<file path="config.mk">
export PLATFORM = sky130hd
export DESIGN_NAME = bfpa_ctrl
export DESIGN_NICKNAME = d
export VERILOG_FILES = /design/src/hdl/bfpa_pkg.sv /design/src/hdl/bfpa_ctrl.sv
export SDC_FILE = /design/constraint.sdc
export NUM_CORES = 1
export LEC_CHECK = 0
export BUFFER_PORTS_ARGS = -buffer_cell sky130_fd_sc_hd__buf_2
export CORE_AREA = 2 2 39 41
export DETAILED_ROUTE_END_ITERATION = 8
export DIE_AREA = 0 0 41 43
export PLACE_DENSITY = 0.47
export SYNTH_ARGS = -nofsm -noshare
export SYNTH_HDL_FRONTEND = slang
export SYNTH_SLANG_ARGS = --single-unit
</file>
<file path="constraint.sdc">
create_clock -name i_clk -period 1.25 [get_ports i_clk]
set_clock_uncertainty 0.2 [all_clocks]
set_input_delay 0.0625 -clock i_clk [delete_from_list [all_inputs] [get_ports i_clk]]
set_output_delay 0.0625 -clock i_clk [all_outputs]
set_load 0.05 [all_outputs]
</file>
<file path="src/hdl/bfpa_pkg.sv">
// ----------------------------------------------------------------------------
// bfpa_pkg
// types and constants shared by the best-fit page allocator modules
// ----------------------------------------------------------------------------
package bfpa_pkg;

    localparam int unsigned CNT_W  = 21;
    localparam int unsigned LEN_W  = 32;
    localparam int unsigned PAGE_W = 36;
    localparam int unsigned MAXR_W = 21;
    localparam int unsigned MINR_W = 17;

    localparam logic [1:0] CFG_BASE = 2'd0;
    localparam logic [1:0] CFG_MAXR = 2'd1;
    localparam logic [1:0] CFG_MINR = 2'd2;

    localparam logic FUNC_ALLOC = 1'b0;
    localparam logic FUNC_FREE  = 1'b1;

    localparam logic [1:0] ST_OK     = 2'd0;
    localparam logic [1:0] ST_REGION = 2'd1;
    localparam logic [1:0] ST_BIG    = 2'd2;
    localparam logic [1:0] ST_FULL   = 2'd3;

    typedef struct packed {
        logic              func;
        logic [LEN_W-1:0]  length_bytes;
        logic [PAGE_W-1:0] block_page;
    } t_in_item;

    typedef struct packed {
        logic [PAGE_W-1:0] result_page;
        logic [1:0]        status;
    } t_out_item;

    typedef enum logic [2:0] {
        S_IDLE,
        S_SCAN,
        S_GROW,
        S_DONE,
        S_OUT
    } t_state;

    typedef struct packed {
        logic load;
        logic scan;
        logic grow;
        logic commit;
    } t_cmd;

    typedef struct packed {
        logic scan_last;
        logic grow_done;
        logic need_grow;
    } t_status;

endpackage

</file>
<file path="src/hdl/bfpa_ctrl.sv">
// ----------------------------------------------------------------------------
// bfpa_ctrl
// sequencer: load, table scan, region sizing, commit, result hold
// ----------------------------------------------------------------------------
module bfpa_ctrl
    import bfpa_pkg::*;
(
    input  logic    i_clk,
    input  logic    i_rst_n,
    input  logic    i_in_valid,
    input  logic    i_out_stall,
    input  t_status i_sts,
    output t_cmd    o_cmd,
    output logic    o_in_stall,
    output logic    o_out_valid
);

    t_state r_state, n_state;

    always_ff @(posedge i_clk) begin
        if (!i_rst_n) begin
            r_state <= S_IDLE;
        end else begin
            r_state <= n_state;
        end
    end

    always_comb begin
        n_state     = r_state;
        o_cmd       = '0;
        o_in_stall  = 1'b1;
        o_out_valid = 1'b0;
        case (r_state)
            S_IDLE: begin
                o_in_stall = 1'b0;
                if (i_in_valid) begin
                    o_cmd.load = 1'b1;
                    n_state    = S_SCAN;
                end
            end
            S_SCAN: begin
                o_cmd.scan = 1'b1;
                if (i_sts.scan_last) begin
                    n_state = S_GROW;
                end
            end
            S_GROW: begin
                if (!i_sts.need_grow || i_sts.grow_done) begin
                    n_state = S_DONE;
                end else begin
                    o_cmd.grow = 1'b1;
                end
            end
            S_DONE: begin
                o_cmd.commit = 1'b1;
                n_state      = S_OUT;
            end
            S_OUT: begin
                o_out_valid = 1'b1;
                if (!i_out_stall) begin
                    n_state = S_IDLE;
                end
            end
            default: n_state = S_IDLE;
        endcase
    end

`ifndef NO_ASSERTIONS
    a_commit_once: assert property (@(posedge i_clk) disable iff (!i_rst_n)
        o_cmd.commit |=> (r_state == S_OUT))
        else $error("commit not followed by result");
    a_no_accept_busy: assert property (@(posedge i_clk) disable iff (!i_rst_n)
        o_out_valid |-> o_in_stall)
        else $error("accept while result pending");
    a_scan_from_load: assert property (@(posedge i_clk) disable iff (!i_rst_n)
        o_cmd.load |=> o_cmd.scan)
        else $error("scan did not start");
`endif

endmodule

</file>
==> results of run 1 <==
cells by family (layout without fill, tap and decap cells):
logic type	count (synthesis)	count (layout)	share of synthesized area [%]
flip-flops	3	3	28.4
AND/OR/NAND/NOR	13	13	47.9
buffers and inverters	3	26	10.7
AO/OA/AOI/OAI	4	4	13.0
synth_stat cells, drive strengths merged:
cell type | count | share of area, %
nand2b | 4 | 12
a21oi | 3 | 8.9
dfxtp | 3 | 28
buf | 2 | 8.9
nor2 | 2 | 5.9
nor3b | 2 | 9.5
a211o | 1 | 4.1
and3b | 1 | 4.7
inv | 1 | 1.8
nand3b | 1 | 3.6
nor2b | 1 | 3.0
nor4b | 1 | 4.1
or3 | 1 | 5.3
path summary, 6_finish.rpt:
| path | startpoint | endpoint | slack (ns) | depth (start not counted) |
|---|---|---|---|---|
| worst max-delay path | r_state[2] | o_cmd[3] | -0.19 | 3 |
| worst min-delay path | i_sts[0] | r_state[0] | 0.01 | 4 |
| worst max register to register | r_state[0] | r_state[0] | 0.03 | 5 |
| worst min register to register | r_state[1] | r_state[1] | 0.43 | 3 |
layout by cell type (no fill, tap or decap), drive strengths merged:
| cell | count |
|---|---|
| dfxtp | 3 |
| dlygate4sd3 | 3 |
| and3b | 1 |
| clkbuf | 4 |
| a211o | 1 |
| inv | 1 |
| nor3b | 2 |
| nand2b | 4 |
| buf | 18 |
| nor4b | 1 |
| nand3b | 1 |
| nor2 | 2 |
| a21oi | 3 |
| nor2b | 1 |
| or3 | 1 |
through the flow:
stage          instance area [um2]  utilization, %  power (mW)
2_1_floorplan                  245               -       0.238
3_3_place_gp                   344            24.9       0.274
3_5_place_dp                   344            24.9       0.274
6_report                       478            34.5       0.491
4_1_cts                        455            32.9       0.487
5_1_grt                        478            34.5       0.522
power groups by stage:
stage,Sequential (mW),Clock (mW),Combinational (mW)
floorplan,0.113,0,0.125
global placement,0.110,0,0.164
detailed placement,0.110,0,0.164
CTS,0.111,0.178,0.198
global route,0.112,0.188,0.222
finish,0.111,0.170,0.209
tightest hold or removal path, cell delays in order:
cell and delay [ns]:
buf_2 0.07, nand2b_1 0.13, nand2b_4 0.10, a21oi_2 0.04
per-layer routing:
layer,vias up,track usage (%),part of all wire (%)
met5,-,0,0
met4,0,10.0,4.7
met3,4,3.14,3.9
met2,8,13.1,60
met1,121,7.96,31
li1,123,-,-
layout make-up:
cell class / instances / share of cell area, %
repair buffers: 21 / 38.7
multi-input cells: 17 / 37.4
flip-flops and latches: 3 / 13.4
clock buffers: 4 / 5.50
well taps: 16 / 4.19
inverters: 1 / 0.785
what timing repair did:
item / 4_1_cts / 5_1_grt
endpoints found under the setup margin: 6 / 8
pin swaps: 4 / 1
endpoints found under the hold margin: 3 / 0
resized for setup: 14 / 5
buffers inserted: 1 / 0
hold buffers: 3 / 0
==> run metrics, run 1 <==
layout cells sized above 1 76.1%; gpl congestion approximately 0.75; Sequential Power Share 22.6%; clock buffer depth 2; Slew @ Worst Pin about 0.25 ns; outcome finished, violations left; crit start category flip-flop; final net count 54; Routed WL about 570 um; max reg flops 3; Clk Latency, worst-skew pair approximately 0.23 ns; #FFs+latches synth 3; Clk pin slew, worst setup/hold paths 0.04 ns; slowest cell on the critical path or3_4; Seq/Total Area, Yosys 28.4%; Worst Path Required 0.99 ns; Yosys cell types 16; core box area around 1400 um2; final-report hold violation count 0; CTS tree yes; Psw 0.168 mW; Multi-input gate area around 180 um2; Tmin final around 1.4 ns; Peak VDD IR around 260 uV; antenna viol nets, final 0; Reg area approximately 64 um2; antenna cells 0; max-slew violations 0; critical path's largest stage delay approximately 0.38 ns; Final HPWL DP roughly 400 um; via/cell ratio between 4 and 5; GRT Total Usage 8.81%; Top Registers r_state: 3 flops; total number of yosys warnings 0; Fill cells ~150; first-pass GRT wire length ~970 um; port bufs 12; cell count after synthesis 23; critical path buffer and inverter count 1; setup violators final 6; Starting Density between 15 and 20%; Hold Crit Class in2reg; PD cells 1030 nW/um2; RSZ-0062 raised after global routing true; pre-CTS WS -0.0341 ns; Biggest register r_state; Max Cap Viol 0; Post-Syn Area between 200 and 250 um2; 1st-pass router iterations 1; Setup TNS Final -0.828 ns; combinational power share roughly 43%; Finished Layout Cells 62; Post-route DRC 0; Mapped Avg Cell Area 9.19 um2; Ports 13; die height 43 um; H-tree levels 1; die area 1760 um2; CP Data Arrival Time 1.18 ns; row cnt 14; DRT iter0 DRCs 0; max frequency roughly 700 MHz; Final Cycle Share 115%; Int Power 0.323 mW; Overflow after GRT 0; cells along the critical path or3_4 -> nor2_4 -> buf_6; Crit. End Element primary output; failing checks setup timing; CTS root buf clkbuf_4; Synth-to-Final Area Change 126%; clock network power share a little over a third; Crit Path Max Fanout 3; kind of critical path reg2out; Relative slew margins 83.7%; routed vias 256; wire length per cell just over 9 um; Pleak around 0.22 nW; initial antenna violation count 0; die width about 40 um; dpl cells 54; CTS Buf Count 3; largest net degree at the start of global routing 8; WHS 0.0132 ns; CP top delay family simple AND/OR/NAND/NOR gates; vias in the first global route between 200 and 300; Sw Share around a third; clk sinks 3; Syn Nets 30; setup slack after layout -0.192 ns
Power figures use the tool's default switching activity.
==> run 2, diff against run 1 <==
--- a/config.mk
+++ b/config.mk
@@ -5,11 +5,12 @@
 export SDC_FILE = /design/constraint.sdc
 export NUM_CORES = 1
 export LEC_CHECK = 0
+export ABC_AREA = 1
 export BUFFER_PORTS_ARGS = -buffer_cell sky130_fd_sc_hd__buf_2
 export CORE_AREA = 2 2 39 41
 export DETAILED_ROUTE_END_ITERATION = 8
 export DIE_AREA = 0 0 41 43
-export PLACE_DENSITY = 0.47
+export PLACE_DENSITY = 0.49
 export SYNTH_ARGS = -nofsm -noshare
 export SYNTH_HDL_FRONTEND = slang
 export SYNTH_SLANG_ARGS = --single-unit
==> run 2 against run 1 <==
The flow still finishes with violations (setup timing). Synthesized cell count up 78%. Count of clock-buffer cells in the layout unchanged. Critical path depth up 1. Wire length up 7.9%. Sequential power up 97%. Core utilization up 4.5 points. Global-route usage about the same. Final cell count up 32%.
==> run metrics, run 2 <==
RR Startpoint r_state[2] (was r_state[0]); Worst R2R Setup Slack -0.07 ns (was 0.03 ns); Tmin final 1.34 ns (was 1.44 ns); core box area 1380 um2 (unchanged); RSZ-0062 raised after global routing true (unchanged); outcome finished, violations left (unchanged); final-report hold violation count 0 (unchanged); Worst Path Required 0.99 ns (about the same); predominant post-synthesis flop cell dfxtp_1 (unchanged); Power, Total 1.45 mW (was 0.491 mW); Biggest register r_state (unchanged); Peak VDD IR 681 uV (was 256 uV); Clk pin slew, worst setup/hold paths 0.04 ns (about the same); Post-Syn Area 240 um2 (was 211 um2); Slew @ Worst Pin 0.155 ns (was 0.246 ns); Routed WL 614 um (was 569 um); CP Depth 4 (was 3); Crit. End Element primary output (unchanged); Ports 13 (unchanged); die width 41 um (unchanged); DRT iter0 DRCs 2 (was 0); #FFs+latches synth 3 (unchanged); Post-route DRC 0 (unchanged); CP top delay family flip-flops (was simple AND/OR/NAND/NOR gates); clk sinks 3 (unchanged); WHS 0.143 ns (was 0.0132 ns); Seq/Total Area, Yosys 25.0% (was 28.4%); clock buffer depth 2 (unchanged); Yosys cell types 13 (was 16); top-area cell type share of the netlist area 25.0% (was 28.4%); slowest cell on the critical path dfxtp_4 (was or3_4); critical path's largest stage delay 0.36 ns (was 0.38 ns); wire length per cell 7.49 um (was 9.18 um); Synth-to-Final Area Change 125% (was 126%); crit start category flip-flop (unchanged); CTS Buf Count 3 (unchanged); commonest cells in the netlist nand2_1 (8), nor2_1 (7), inv_1 (6) (was nand2b_1 (4), dfxtp_1 (3), a21oi_1 (2), nor2_2 (2)); critical path buffer and inverter count 1 (unchanged); largest net degree at the start of global routing 7 (was 8); cell count after synthesis 41 (was 23); max frequency 748 MHz (was 693 MHz); Mapped Avg Cell Area 5.86 um2 (was 9.19 um2); max reg flops 3 (unchanged); first-pass GRT wire length 1.01 mm (was 972 um); hold_sp i_sts[2] (was i_sts[0]); Critical Path Sink o_cmd[3] (unchanged); initial antenna violation count 0 (unchanged); antenna viol nets, final 0 (unchanged); failing checks setup timing (unchanged); Hold Crit Class in2reg (unchanged); CTS tree yes (unchanged); kind of critical path reg2out (unchanged); gpl congestion 0.706 (was 0.747); post-layout util 39.1% (was 34.5%); setup violators final 7 (was 6); GRT Total Usage 8.83% (was 8.81%); Clk Latency, worst-skew pair 0.23 ns (about the same); die area 1760 um2 (unchanged); port bufs 12 (unchanged); Crit path top cell by count nor2_4; via/cell ratio 3.84 (was 4.13); H-tree levels 1 (unchanged); layout cells sized above 1 72.7% (was 76.1%); Relative slew margins 89.6% (was 83.7%); antenna cells 0 (unchanged); CP Data Arrival Time 1.07 ns (was 1.18 ns); Worst Setup SP r_state[2] (unchanged); PD cells 2690 nW/um2 (was 1030 nW/um2); post-route cell area 541 um2 (was 478 um2); final net count 74 (was 54); Crit Path Max Fanout 3 (unchanged); Overflow after GRT 0 (unchanged); Critical R2R Capture r_state[1] (was r_state[0]); cell with the most instances after synthesis nand2_1 (was nand2b_1); Yosys top cell by area dfxtp_1 (unchanged); 1st-pass router iterations 4 (was 1); Starting Density 17.4% (was 15.3%); Top Registers r_state: 3 flops (unchanged); top cells by area, synth dfxtp_1 (25%), nand2_1 (13%), nor2_1 (11%), inv_1 (9.4%), nand2_2 (7.8%) (was dfxtp_1 (28%), nand2b_1 (12%), nor2_2 (5.9%), nor3b_2 (5.9%), buf_6 (5.3%)); Pleak 0.277 nW (was 0.217 nW); placed cell area 368 um2 (was 344 um2); async set-or-reset flop fraction in the synthesized netlist 0% (unchanged); row cnt 14 (unchanged); Syn Nets 48 (was 30); vias in the first global route 275 (was 252); Final Cycle Share 107% (was 115%); setup slack after layout -0.0863 ns (was -0.192 ns); Max Cap Viol 0 (unchanged); CTS root buf clkbuf_4 (unchanged); total number of yosys warnings 0 (unchanged); r2r worst-path depth 8 (was 5); routed vias 315 (was 256); Final HPWL DP 451 um (was 391 um); max-slew violations 0 (unchanged); EDFF count, synth 0 (unchanged); cells along the critical path nor2_4 -> nand2_4 -> nor2_4 -> buf_8 (was or3_4 -> nor2_4 -> buf_6); Setup TNS Final -0.378 ns (was -0.828 ns); die height 43 um (unchanged); commonest cells after routing, fill and taps aside buf_2 (6), buf_4 (6), nand2_2 (5), inv_2 (5) (was buf_6 (8), buf_2 (7), clkbuf_4 (3), dlygate4sd3_1 (3), dfxtp_2 (3))
## run 2: cell count changes after synthesis, moves of 2 or more
cell	previous run	this run
nand2_1	0	8
nand3_1	0	3
inv_2	0	3
nand2b_1	4	0
a21oi_1	2	0
nand2_2	0	3
nor2_1	0	7
inv_1	1	6
## run 2: kinds of logic (layout without fill, tap and decap cells)
| group | Yosys count | in the layout | share of synthesized area (%) |
|---|---|---|---|
| and+or+nand+nor | 26 | 26 | 51.6 |
| buffers and inverters | 10 | 35 | 17.2 |
| AOI/OAI and AO/OA | 2 | 2 | 6.25 |
| DFF | 3 | 3 | 25.0 |
## run 2: timing repair
action,in CTS,in global routing
endpoints found under the setup margin,8,8
pin swaps,4,4
setup buffers,3,0
hold buffers,2,0
endpoints found under the hold margin,3,0
gates resized for setup,23,14
## run 2: stage by stage
stage / std cells / setup slack [ns]
global placement: 73 / -0.0489
floorplan: 41 / -0.0584
finish: 82 / -0.0863
global route: 82 / -0.165
detailed placement: 73 / -0.0515
CTS: 82 / -0.0707
## run 2: worst reg2reg max path: cells and delay by family (launching register included)
kind,cells,cell delay (ns)
and+or+nand+nor,7,0.53
DFF,1,0.37
buffers and inverters,1,0.13
## run 2: how the worst min path moves through the flow
stage / to / depth (start not counted)
6_report: r_state[0] / 6
5_1_grt: r_state[0] / 6
4_1_cts: r_state[0] / 6
3_5_place_dp: r_state[1] / 3
3_3_place_gp: r_state[0] / 3
2_1_floorplan: r_state[1] / 2
## run 2: where the power goes
| group | leakage (nW) | internal (mW) | switching (mW) |
|---|---|---|---|
| registers | 0.0264 | 0.147 | 0.0719 |
| logic | 0.235 | 0.456 | 0.604 |
| clock network | 0.0150 | 0.120 | 0.0526 |
| total | 0.277 | 0.723 | 0.729 |
## run 2: cell type report
cell class | count | area, um2
clock buffers | 4 | 26.3
fillers | 156 | 843
inverters | 9 | 36.3
multi-input cells | 28 | 189
flip-flops and latches | 3 | 68.8
well taps | 16 | 20.0
repair buffers | 22 | 200
## run 2: metal layers
layer  track usage, %  wire length (um)  vias to the layer above
li1                 -                 -                      172
met1             9.62               262                      136
met2             12.5               322                        7
met3             3.14                28                        0
met4             8.00                 0                        0
met5                0                 0                        -
